`src/sv/ordered_list_engine_defines.svh`:
```
// ----------------------------------------------------------------------------
// Ordered list engine assertion macros
// Shared concurrent check forms, clocked on clk and quiet while arst_n is low.
// ----------------------------------------------------------------------------
`ifndef ORDERED_LIST_ENGINE_DEFINES_SVH
`define ORDERED_LIST_ENGINE_DEFINES_SVH

// Consequent must hold in the same cycle as the antecedent
`define OLE_ASSERT_NOW(label, ante, cons, msg) \
	label: assert property (@(posedge clk) disable iff (!arst_n) (ante) |-> (cons)) \
		else $error(msg);

// Consequent must hold in the cycle after the antecedent
`define OLE_ASSERT_NEXT(label, ante, cons, msg) \
	label: assert property (@(posedge clk) disable iff (!arst_n) (ante) |=> (cons)) \
		else $error(msg);

`endif

```
`src/sv/ole_pkg.sv`:
```
// ----------------------------------------------------------------------------
// Ordered list engine package
// Request and response types, operation and status codes, sequencer states.
// ----------------------------------------------------------------------------
package ole_pkg;

	localparam int DATA_W = 32;

	// Operation selector
	typedef enum logic [2:0] {
		FN_PUSH_FRONT = 3'd0,
		FN_PUSH_BACK  = 3'd1,
		FN_INS_AFTER  = 3'd2,
		FN_INS_BEFORE = 3'd3,
		FN_POP_FRONT  = 3'd4,
		FN_POP_BACK   = 3'd5,
		FN_DEL_KEY    = 3'd6,
		FN_NOP        = 3'd7
	} ole_func_t;

	// Operation status
	typedef enum logic [1:0] {
		ST_OK       = 2'd0,
		ST_EMPTY    = 2'd1,
		ST_NOTFOUND = 2'd2,
		ST_FULL     = 2'd3
	} ole_status_t;

	// Sequencer states
	typedef enum logic [2:0] {
		S_IDLE,
		S_SEARCH,
		S_OPEN,
		S_PUT,
		S_CLOSE,
		S_EMIT_RD,
		S_EMIT_WT
	} ole_state_t;

	typedef struct packed {
		ole_func_t                 func;
		logic signed [DATA_W-1:0] value;
		logic signed [DATA_W-1:0] key;
	} ole_req_t;

	typedef struct packed {
		ole_status_t               status;
		logic                      has_value;
		logic signed [DATA_W-1:0] element;
		logic                      last;
	} ole_rsp_t;

endpackage

```
`src/sv/ole_ram.sv`:
```
// ----------------------------------------------------------------------------
// Ordered list engine RAM
// Simple dual-port RAM: one write port, one read port with registered data.
// ----------------------------------------------------------------------------
module ole_ram #(
	parameter int WIDTH = 32,
	parameter int DEPTH = 16,
	localparam int AW = $clog2(DEPTH)
) (
	input  logic             clk,
	input  logic             wr_en,
	input  logic [AW-1:0]    wr_addr,
	input  logic [WIDTH-1:0] wr_data,
	input  logic             rd_en,
	input  logic [AW-1:0]    rd_addr,
	output logic [WIDTH-1:0] rd_data
);

	logic [WIDTH-1:0] mem_q [DEPTH];
	logic [WIDTH-1:0] rd_data_q;

	// Write port
	always_ff @(posedge clk) begin
		if (wr_en) begin
			mem_q[wr_addr] <= wr_data;
		end
	end

	// Read port, data held until the next read
	always_ff @(posedge clk) begin
		if (rd_en) begin
			rd_data_q <= mem_q[rd_addr];
		end
	end

	assign rd_data = rd_data_q;

endmodule

```
`src/sv/ordered_list_engine.sv`:
```
// The search compares one entry per cycle and the shift moves one entry per cycle; S_PUT
// then writes the new value, and each response passes through S_EMIT_RD (RAM read) and
// S_EMIT_WT (output load), which waits while the output slot is still held.
// One request is taken at a time, only in S_IDLE, the work being paced by the single RAM
// read and write port. Reset clears the count and the sequencer; entry storage is not
// cleared and needs no clearing.
`include "ordered_list_engine_defines.svh"
// ----------------------------------------------------------------------------
// Ordered list engine
// Bounded ordered list of signed values in a RAM, updated by a small sequencer
// that searches, shifts and writes one entry per cycle, then streams the list.
// ----------------------------------------------------------------------------
module ordered_list_engine #(
	parameter int CAPACITY = 16
) (
	input  logic             clk,
	input  logic             arst_n,
	input  logic             req_valid,
	output logic             req_ready,
	input  ole_pkg::ole_req_t req,
	output logic             rsp_valid,
	input  logic             rsp_ready,
	output ole_pkg::ole_rsp_t rsp
);

	import ole_pkg::*;

	localparam int CW = $clog2(CAPACITY + 1);
	localparam int AW = $clog2(CAPACITY);

	ole_state_t state_q, state_d;
	ole_func_t  func_q, func_d;
	logic signed [DATA_W-1:0] value_q, value_d;
	logic signed [DATA_W-1:0] key_q, key_d;
	ole_status_t status_q, status_d;
	logic [CW-1:0] count_q, count_d;
	logic [CW-1:0] idx_q, idx_d;
	logic [CW-1:0] pos_q, pos_d;
	logic [CW-1:0] idx_inc, idx_dec, tag_ext;
	logic          rd_vld_s1;
	logic [AW-1:0] rd_tag_s1;
	ole_rsp_t      rsp_q, rsp_d;
	logic          rsp_valid_q, rsp_load;

	logic              rd_en, wr_en;
	logic [AW-1:0]     rd_addr, wr_addr;
	logic [DATA_W-1:0] wr_data, rd_data;
	logic              key_hit, slot_free, is_full, is_empty;

	ole_ram #(
		.WIDTH(DATA_W),
		.DEPTH(CAPACITY)
	) u_ram (
		.clk     (clk),
		.wr_en   (wr_en),
		.wr_addr (wr_addr),
		.wr_data (wr_data),
		.rd_en   (rd_en),
		.rd_addr (rd_addr),
		.rd_data (rd_data)
	);

	assign idx_inc   = idx_q + 1'b1;
	assign idx_dec   = idx_q - 1'b1;
	assign tag_ext   = CW'(rd_tag_s1);
	assign key_hit   = rd_vld_s1 && (rd_data == key_q);
	assign slot_free = !rsp_valid_q || rsp_ready;
	assign is_full   = (count_q >= CW'(CAPACITY));
	assign is_empty  = (count_q == '0);

	// Sequencer: next state, RAM controls and response load
	always_comb begin
		state_d  = state_q;
		func_d   = func_q;
		value_d  = value_q;
		key_d    = key_q;
		status_d = status_q;
		count_d  = count_q;
		idx_d    = idx_q;
		pos_d    = pos_q;
		rd_en    = 1'b0;
		rd_addr  = idx_q[AW-1:0];
		wr_en    = 1'b0;
		wr_addr  = rd_tag_s1;
		wr_data  = rd_data;
		rsp_load = 1'b0;
		rsp_d    = rsp_q;
		req_ready = (state_q == S_IDLE);

		case (state_q)
			S_IDLE: begin
				if (req_valid) begin
					func_d   = req.func;
					value_d  = req.value;
					key_d    = req.key;
					status_d = ST_OK;
					idx_d    = '0;
					state_d  = S_EMIT_RD;
					case (req.func)
						FN_PUSH_FRONT, FN_PUSH_BACK: begin
							if (is_full) begin
								status_d = ST_FULL;
							end else begin
								pos_d   = (req.func == FN_PUSH_FRONT) ? '0 : count_q;
								idx_d   = count_q;
								state_d = S_OPEN;
							end
						end
						FN_INS_AFTER, FN_INS_BEFORE: begin
							if (is_empty) begin
								status_d = ST_EMPTY;
							end else if (is_full) begin
								status_d = ST_FULL;
							end else begin
								state_d = S_SEARCH;
							end
						end
						FN_POP_FRONT: begin
							if (is_empty) begin
								status_d = ST_EMPTY;
							end else begin
								state_d = S_CLOSE;
							end
						end
						FN_POP_BACK: begin
							if (is_empty) begin
								status_d = ST_EMPTY;
							end else begin
								count_d = count_q - 1'b1;
							end
						end
						FN_DEL_KEY: begin
							if (is_empty) begin
								status_d = ST_EMPTY;
							end else begin
								state_d = S_SEARCH;
							end
						end
						default: begin
							status_d = ST_OK;
						end
					endcase
				end
			end

			// Walk entries front to back, compare one per cycle
			S_SEARCH: begin
				if (key_hit) begin
					if (func_q inside {FN_INS_AFTER, FN_INS_BEFORE}) begin
						pos_d   = (func_q == FN_INS_AFTER) ? tag_ext + 1'b1 : tag_ext;
						idx_d   = count_q;
						state_d = S_OPEN;
					end else begin
						idx_d   = tag_ext;
						state_d = S_CLOSE;
					end
				end else if (idx_q < count_q) begin
					rd_en   = 1'b1;
					rd_addr = idx_q[AW-1:0];
					idx_d   = idx_inc;
				end else if (!rd_vld_s1) begin
					status_d = ST_NOTFOUND;
					idx_d    = '0;
					state_d  = S_EMIT_RD;
				end
			end

			// Move entries up by one, back to front, down to pos
			S_OPEN: begin
				if (rd_vld_s1) begin
					wr_en   = 1'b1;
					wr_addr = rd_tag_s1 + AW'(1);
					wr_data = rd_data;
				end
				if (idx_q > pos_q) begin
					rd_en   = 1'b1;
					rd_addr = idx_dec[AW-1:0];
					idx_d   = idx_dec;
				end else if (!rd_vld_s1) begin
					state_d = S_PUT;
				end
			end

			// Drop the new value into the opened slot
			S_PUT: begin
				wr_en   = 1'b1;
				wr_addr = pos_q[AW-1:0];
				wr_data = value_q;
				count_d = count_q + 1'b1;
				idx_d   = '0;
				state_d = S_EMIT_RD;
			end

			// Move entries down by one over the removed slot
			S_CLOSE: begin
				if (rd_vld_s1) begin
					wr_en   = 1'b1;
					wr_addr = rd_tag_s1 - AW'(1);
					wr_data = rd_data;
				end
				if (idx_inc < count_q) begin
					rd_en   = 1'b1;
					rd_addr = idx_inc[AW-1:0];
					idx_d   = idx_inc;
				end else if (!rd_vld_s1) begin
					count_d = count_q - 1'b1;
					idx_d   = '0;
					state_d = S_EMIT_RD;
				end
			end

			S_EMIT_RD: begin
				if (!is_empty) begin
					rd_en   = 1'b1;
					rd_addr = idx_q[AW-1:0];
				end
				state_d = S_EMIT_WT;
			end

			// Load one response once the output slot frees up
			S_EMIT_WT: begin
				if (slot_free) begin
					rsp_load        = 1'b1;
					rsp_d.status    = status_q;
					rsp_d.has_value = !is_empty;
					rsp_d.element   = is_empty ? '0 : rd_data;
					rsp_d.last      = is_empty || (idx_inc == count_q);
					idx_d           = idx_inc;
					state_d         = rsp_d.last ? S_IDLE : S_EMIT_RD;
				end
			end

			default: begin
				state_d = S_IDLE;
			end
		endcase
	end

	// Control registers
	always_ff @(posedge clk or negedge arst_n) begin
		if (!arst_n) begin
			state_q     <= S_IDLE;
			count_q     <= '0;
			rd_vld_s1   <= 1'b0;
			rsp_valid_q <= 1'b0;
		end else begin
			state_q     <= state_d;
			count_q     <= count_d;
			rd_vld_s1   <= rd_en;
			rsp_valid_q <= rsp_load || (rsp_valid_q && !rsp_ready);
		end
	end

	// Payload registers
	always_ff @(posedge clk) begin
		func_q    <= func_d;
		value_q   <= value_d;
		key_q     <= key_d;
		status_q  <= status_d;
		idx_q     <= idx_d;
		pos_q     <= pos_d;
		rd_tag_s1 <= rd_addr;
		rsp_q     <= rsp_d;
	end

	assign rsp_valid = rsp_valid_q;
	assign rsp       = rsp_q;

	`OLE_ASSERT_NOW(a_count_bound, 1'b1, count_q <= CW'(CAPACITY), "entry count over capacity")
	`OLE_ASSERT_NEXT(a_last_idle, rsp_load && rsp_d.last, state_q == S_IDLE, "no idle after last")
	`OLE_ASSERT_NOW(a_no_wr_emit, state_q == S_EMIT_RD || state_q == S_EMIT_WT, !wr_en, "write while emitting")
	`OLE_ASSERT_NOW(a_hit_no_rd, state_q == S_SEARCH && key_hit, !rd_en, "read issued on key hit")
	`OLE_ASSERT_NOW(a_load_free, rsp_load, slot_free, "response overwritten")

endmodule
```
`config.mk`:
```
export PLATFORM = sky130hd
export DESIGN_NAME = ordered_list_engine
export DESIGN_NICKNAME = d
export VERILOG_FILES = /design/src/sv/ole_pkg.sv /design/src/sv/ole_ram.sv /design/src/sv/ordered_list_engine.sv
export VERILOG_INCLUDE_DIRS = /design/src /design/src/sv
export SDC_FILE = /design/constraint.sdc
export NUM_CORES = 1
export LEC_CHECK = 0
export BUFFER_PORTS_ARGS = -buffer_cell sky130_fd_sc_hd__buf_2
export CORE_MARGIN = 8
export CORE_UTILIZATION = 41
export DETAILED_ROUTE_END_ITERATION = 10
export MAX_ROUTING_LAYER = met4
export PLACE_DENSITY = 0.69
export SLEW_MARGIN = 20
export SYNTH_ARGS = -nofsm -noshare
export SYNTH_HDL_FRONTEND = slang
export SYNTH_HIERARCHICAL = 1
export SYNTH_SLANG_ARGS = --single-unit
```
`constraint.sdc`:
```
create_clock -name clk -period 4.5 [get_ports clk]
set_clock_uncertainty 0.05 [all_clocks]
set_input_delay 0.9 -clock clk [delete_from_list [all_inputs] [get_ports clk]]
set_output_delay 0.9 -clock clk [all_outputs]
set_load 0.02 [all_outputs]
```
==> flow_metrics.env <==
export IMPL_maxCapViolations=0
export IMPL_nets=1732
export IMPL_cts_buffers=69
export IMPL_netlist_area_mm2=0.02688
export IMPL_synth_fp_nets=1554
export IMPL_n_fill_cell=5482
export IMPL_ys_flop_type="edfxtp_1"
export IMPL_ys_async_sr_fraction_pct=1.486
export IMPL_grt_max_degree=53
export IMPL_synthTopCellsByArea="edfxtp_1 (74%), mux4_2 (11%), nand2_1 (2.2%), a22oi_1 (1.9%), ha_1 (1.0%)"
export IMPL_worstSetupPathType="reg -> reg"
export IMPL_dp_cells=2431
export IMPL_multi_input_area_mm2=0.006518
export IMPL_firstDrtPassIters=6
export IMPL_drt_antenna_violating_nets=0
export IMPL_cp_end_kind="flip-flop"
export IMPL_power_switching_uw=8910
export IMPL_layout_min_cycle_time_ns=4.165
export IMPL_ff2ff_setup_slack_ns=0.34
export IMPL_start_util_pct=41.10
export IMPL_peakVddDrop_mv=0.5444
export IMPL_hpwl_um=38530
export IMPL_drive_gt1_share_pct=26.46
export IMPL_drt_iter0_drc=1916
export IMPL_period_share_pct=92.55
export IMPL_rows=94
export IMPL_wl_per_cell_um=26.06
export IMPL_synth_most_common_cell="edfxtp_1"
export IMPL_synth_top_area_share_pct=73.62
export IMPL_grt_pass1_vias=14540
export IMPL_intPower_uw=16500
export IMPL_p_sw_share_pct=35.07
export IMPL_worstMarginPinSlew_ns=1.103
export IMPL_gp_congestion=0.9048
export IMPL_drv_slew=0
export IMPL_clock_latency_ns=0.62
export IMPL_finalSetupViolations=0
export IMPL_die_area_mm2=0.07401
export IMPL_max_freq_ghz=0.2401
export IMPL_yosysWarnings=6
export IMPL_worstPathArrival_ns=4.47
export IMPL_maxSlewHeadroom_pct=26.39
export IMPL_power_density_mw_per_mm2=811.6
export IMPL_synth_common_cells="edfxtp_1 (659), nand2_1 (157), mux4_2 (128)"
export IMPL_portBuffers=108
export IMPL_r2r_end="u_ram/rd_data[10]"
export IMPL_timing_setup_tns_ns=0
export IMPL_core_area_mm2=0.06539
export IMPL_instances_no_fill=2558
export IMPL_crit_required_ns=4.80
export IMPL_antenna_found_initial=0
export IMPL_drc_errors=0
export IMPL_r2r_start="idx_q[1]"
export IMPL_endpoint="u_ram/rd_data[10]"
export IMPL_regArea_mm2=0.02012
export IMPL_finalHoldViolCount=0
export IMPL_viasPerCell=5.648
export IMPL_p_clk_share_pct=21.5
export IMPL_rsz0062_at_grt="false"
export IMPL_synth_edf_count=659
export IMPL_pin_count=109
export IMPL_min_path_type="in -> async"
export IMPL_seqPwrFrac_pct=37.3
export IMPL_track_usage_pct=18.30
export IMPL_root_buffer="clkbuf_16"
export IMPL_crit_start="idx_q[1]"
export IMPL_avgSynthCellArea_um2=18.41
export IMPL_status="completed"
export IMPL_overflow=0
export IMPL_yosysSeqAreaShare_pct=74.85
export IMPL_synthDistinctLibCells=64
export IMPL_wl_um=66660
export IMPL_clkTransAtPathRegs_ns=0.06
export IMPL_cp_start_kind="flip-flop"
export IMPL_power_frac_comb_pct=41.2
export IMPL_die_w_um=272.0
export IMPL_dieHeight_um=272.0
export IMPL_numClockSinks=673
export IMPL_crit_fanout=34
export IMPL_cts_buffer_depth=3
export IMPL_grt_pass1_wl_um=97860
export IMPL_fin_ws_ns=0.3355
export IMPL_vias=14450
export IMPL_yosys_area_top_type="edfxtp_1"
export IMPL_power_leakage_uw=0.01041
export IMPL_ctsHtreeMaxLevel=3
export IMPL_cts_tree="built"
export IMPL_area_growth_pct=16.47
export IMPL_pre_cts_ws_ns=0.3296
export IMPL_ys_ff_latch=673
export IMPL_reg2regPathDepth=15
export IMPL_synth_cells=1460
## placed cells by master (no fill, tap or decap), types with 19 or more instances in the layout
cell type	Yosys	layout
edfxtp_1	659	659
nand2_1	157	156
mux4_2	128	128
buf_2	9	108
clkbuf_16	0	69
a22oi_1	68	68
buf_4	9	51
nor2_1	54	39
and2_1	38	37
xor2_1	30	30
o21ai_0	29	29
ha_1	22	22
inv_1	22	21
buf_12	0	19
## layout make-up
cell class / count / area share (%)
Timing Repair Buffer: 180 / 4.289
Antenna cell: 1 / 0.007994
Clock buffer: 81 / 5.659
Tap cell: 864 / 3.453
Multi-Input combinational cell: 691 / 20.82
Clock inverter: 45 / 1.227
Inverter: 23 / 0.2758
Sequential cell: 673 / 64.27
## power by group through the flow
stage               Sequential [uW]  Combinational (uW)  Clock [uW]
detailed placement             9590               10400           0
floorplan                      9440                7130           0
CTS                            9480               10500        5540
finish                         9470               10500        5460
global placement               9560               10300           0
global route                   9540               11300        5770
## timing repair
action | 4_1_cts | 5_1_grt
endpoints found under the setup margin | 0 | 2
gates resized for setup | 0 | 2
buffers inserted | 0 | 0
hold buffers | 0 | 0
hold endpoints to repair | 0 | 0
## worst min-delay path by stage
stage / from / end / depth (start not counted)
2_1_floorplan: status_q[0] / rsp[34] / 0
3_5_place_dp: status_q[0] / rsp[34] / 0
6_report: arst_n / state_q[1] / 1
4_1_cts: arst_n / state_q[1] / 1
3_3_place_gp: status_q[1] / rsp[35] / 0
5_1_grt: arst_n / state_q[1] / 1
## worst max-delay path, cell delays in order, from the launching register on
cell	delay, ns
edfxtp_1	0.41
ha_1	0.22
nand3_1	0.10
xor2_1	0.24
inv_1	0.07
ha_1	0.29
and3_1	0.20
a221oi_1	0.32
and2_1	0.26
nor2_1	0.10
xnor2_2	0.23
buf_12	0.22
buf_12	0.29
mux4_2	0.54
a22oi_1	0.23
nand2_1	0.08
## metal layers
| metal | vias to the layer above | part of all wire [%] | GRT usage [%] |
|---|---|---|---|
| met5 | - | 0 | - |
| met4 | 0 | 1.9 | 4.022 |
| met3 | 109 | 9.5 | 3.815 |
| met2 | 757 | 47 | 28.10 |
| met1 | 7414 | 42 | 25.25 |
| li1 | 6168 | - | - |
## registers in the layout, indices dropped and copies added (netlist names)
| signal | flops |
|---|---|
| u_ram/mem_q | 512 |
| rsp | 36 |
| key_q | 32 |
| u_ram/rd_data | 32 |
| value_q | 32 |
| count_q | 5 |
| idx_q | 5 |
| pos_q | 5 |
| rd_tag_s1 | 4 |
| func_q | 3 |
| state_q | 3 |
| status_q | 2 |
| rd_vld_s1 | 1 |
| rsp_valid | 1 |
## cells by family after synthesis
logic type / after synthesis / synth area share, %
DFF: 673 / 74.85
and+or+nand+nor: 317 / 5.437
AOI/OAI and AO/OA: 160 / 4.185
muxes: 143 / 11.30
buffers and inverters: 96 / 1.564
xor gates and xnor gates: 48 / 1.564
adders and majority gates: 23 / 1.099
## through the flow
step / hold slack [ns] / utilization [%] / power (uW) / instance area [um^2]
2_1_floorplan: 0.3503 / - / 16560 / 26880
3_3_place_gp: 0.3508 / 44.55 / 19870 / 29140
3_5_place_dp: 0.3579 / 44.55 / 20040 / 29140
4_1_cts: 0.09026 / 47.85 / 25530 / 31290
5_1_grt: 0.1003 / 47.87 / 26590 / 31300
6_report: 0.1126 / 47.87 / 25410 / 31310
No activity file was read; power rests on OpenSTA's default activity.
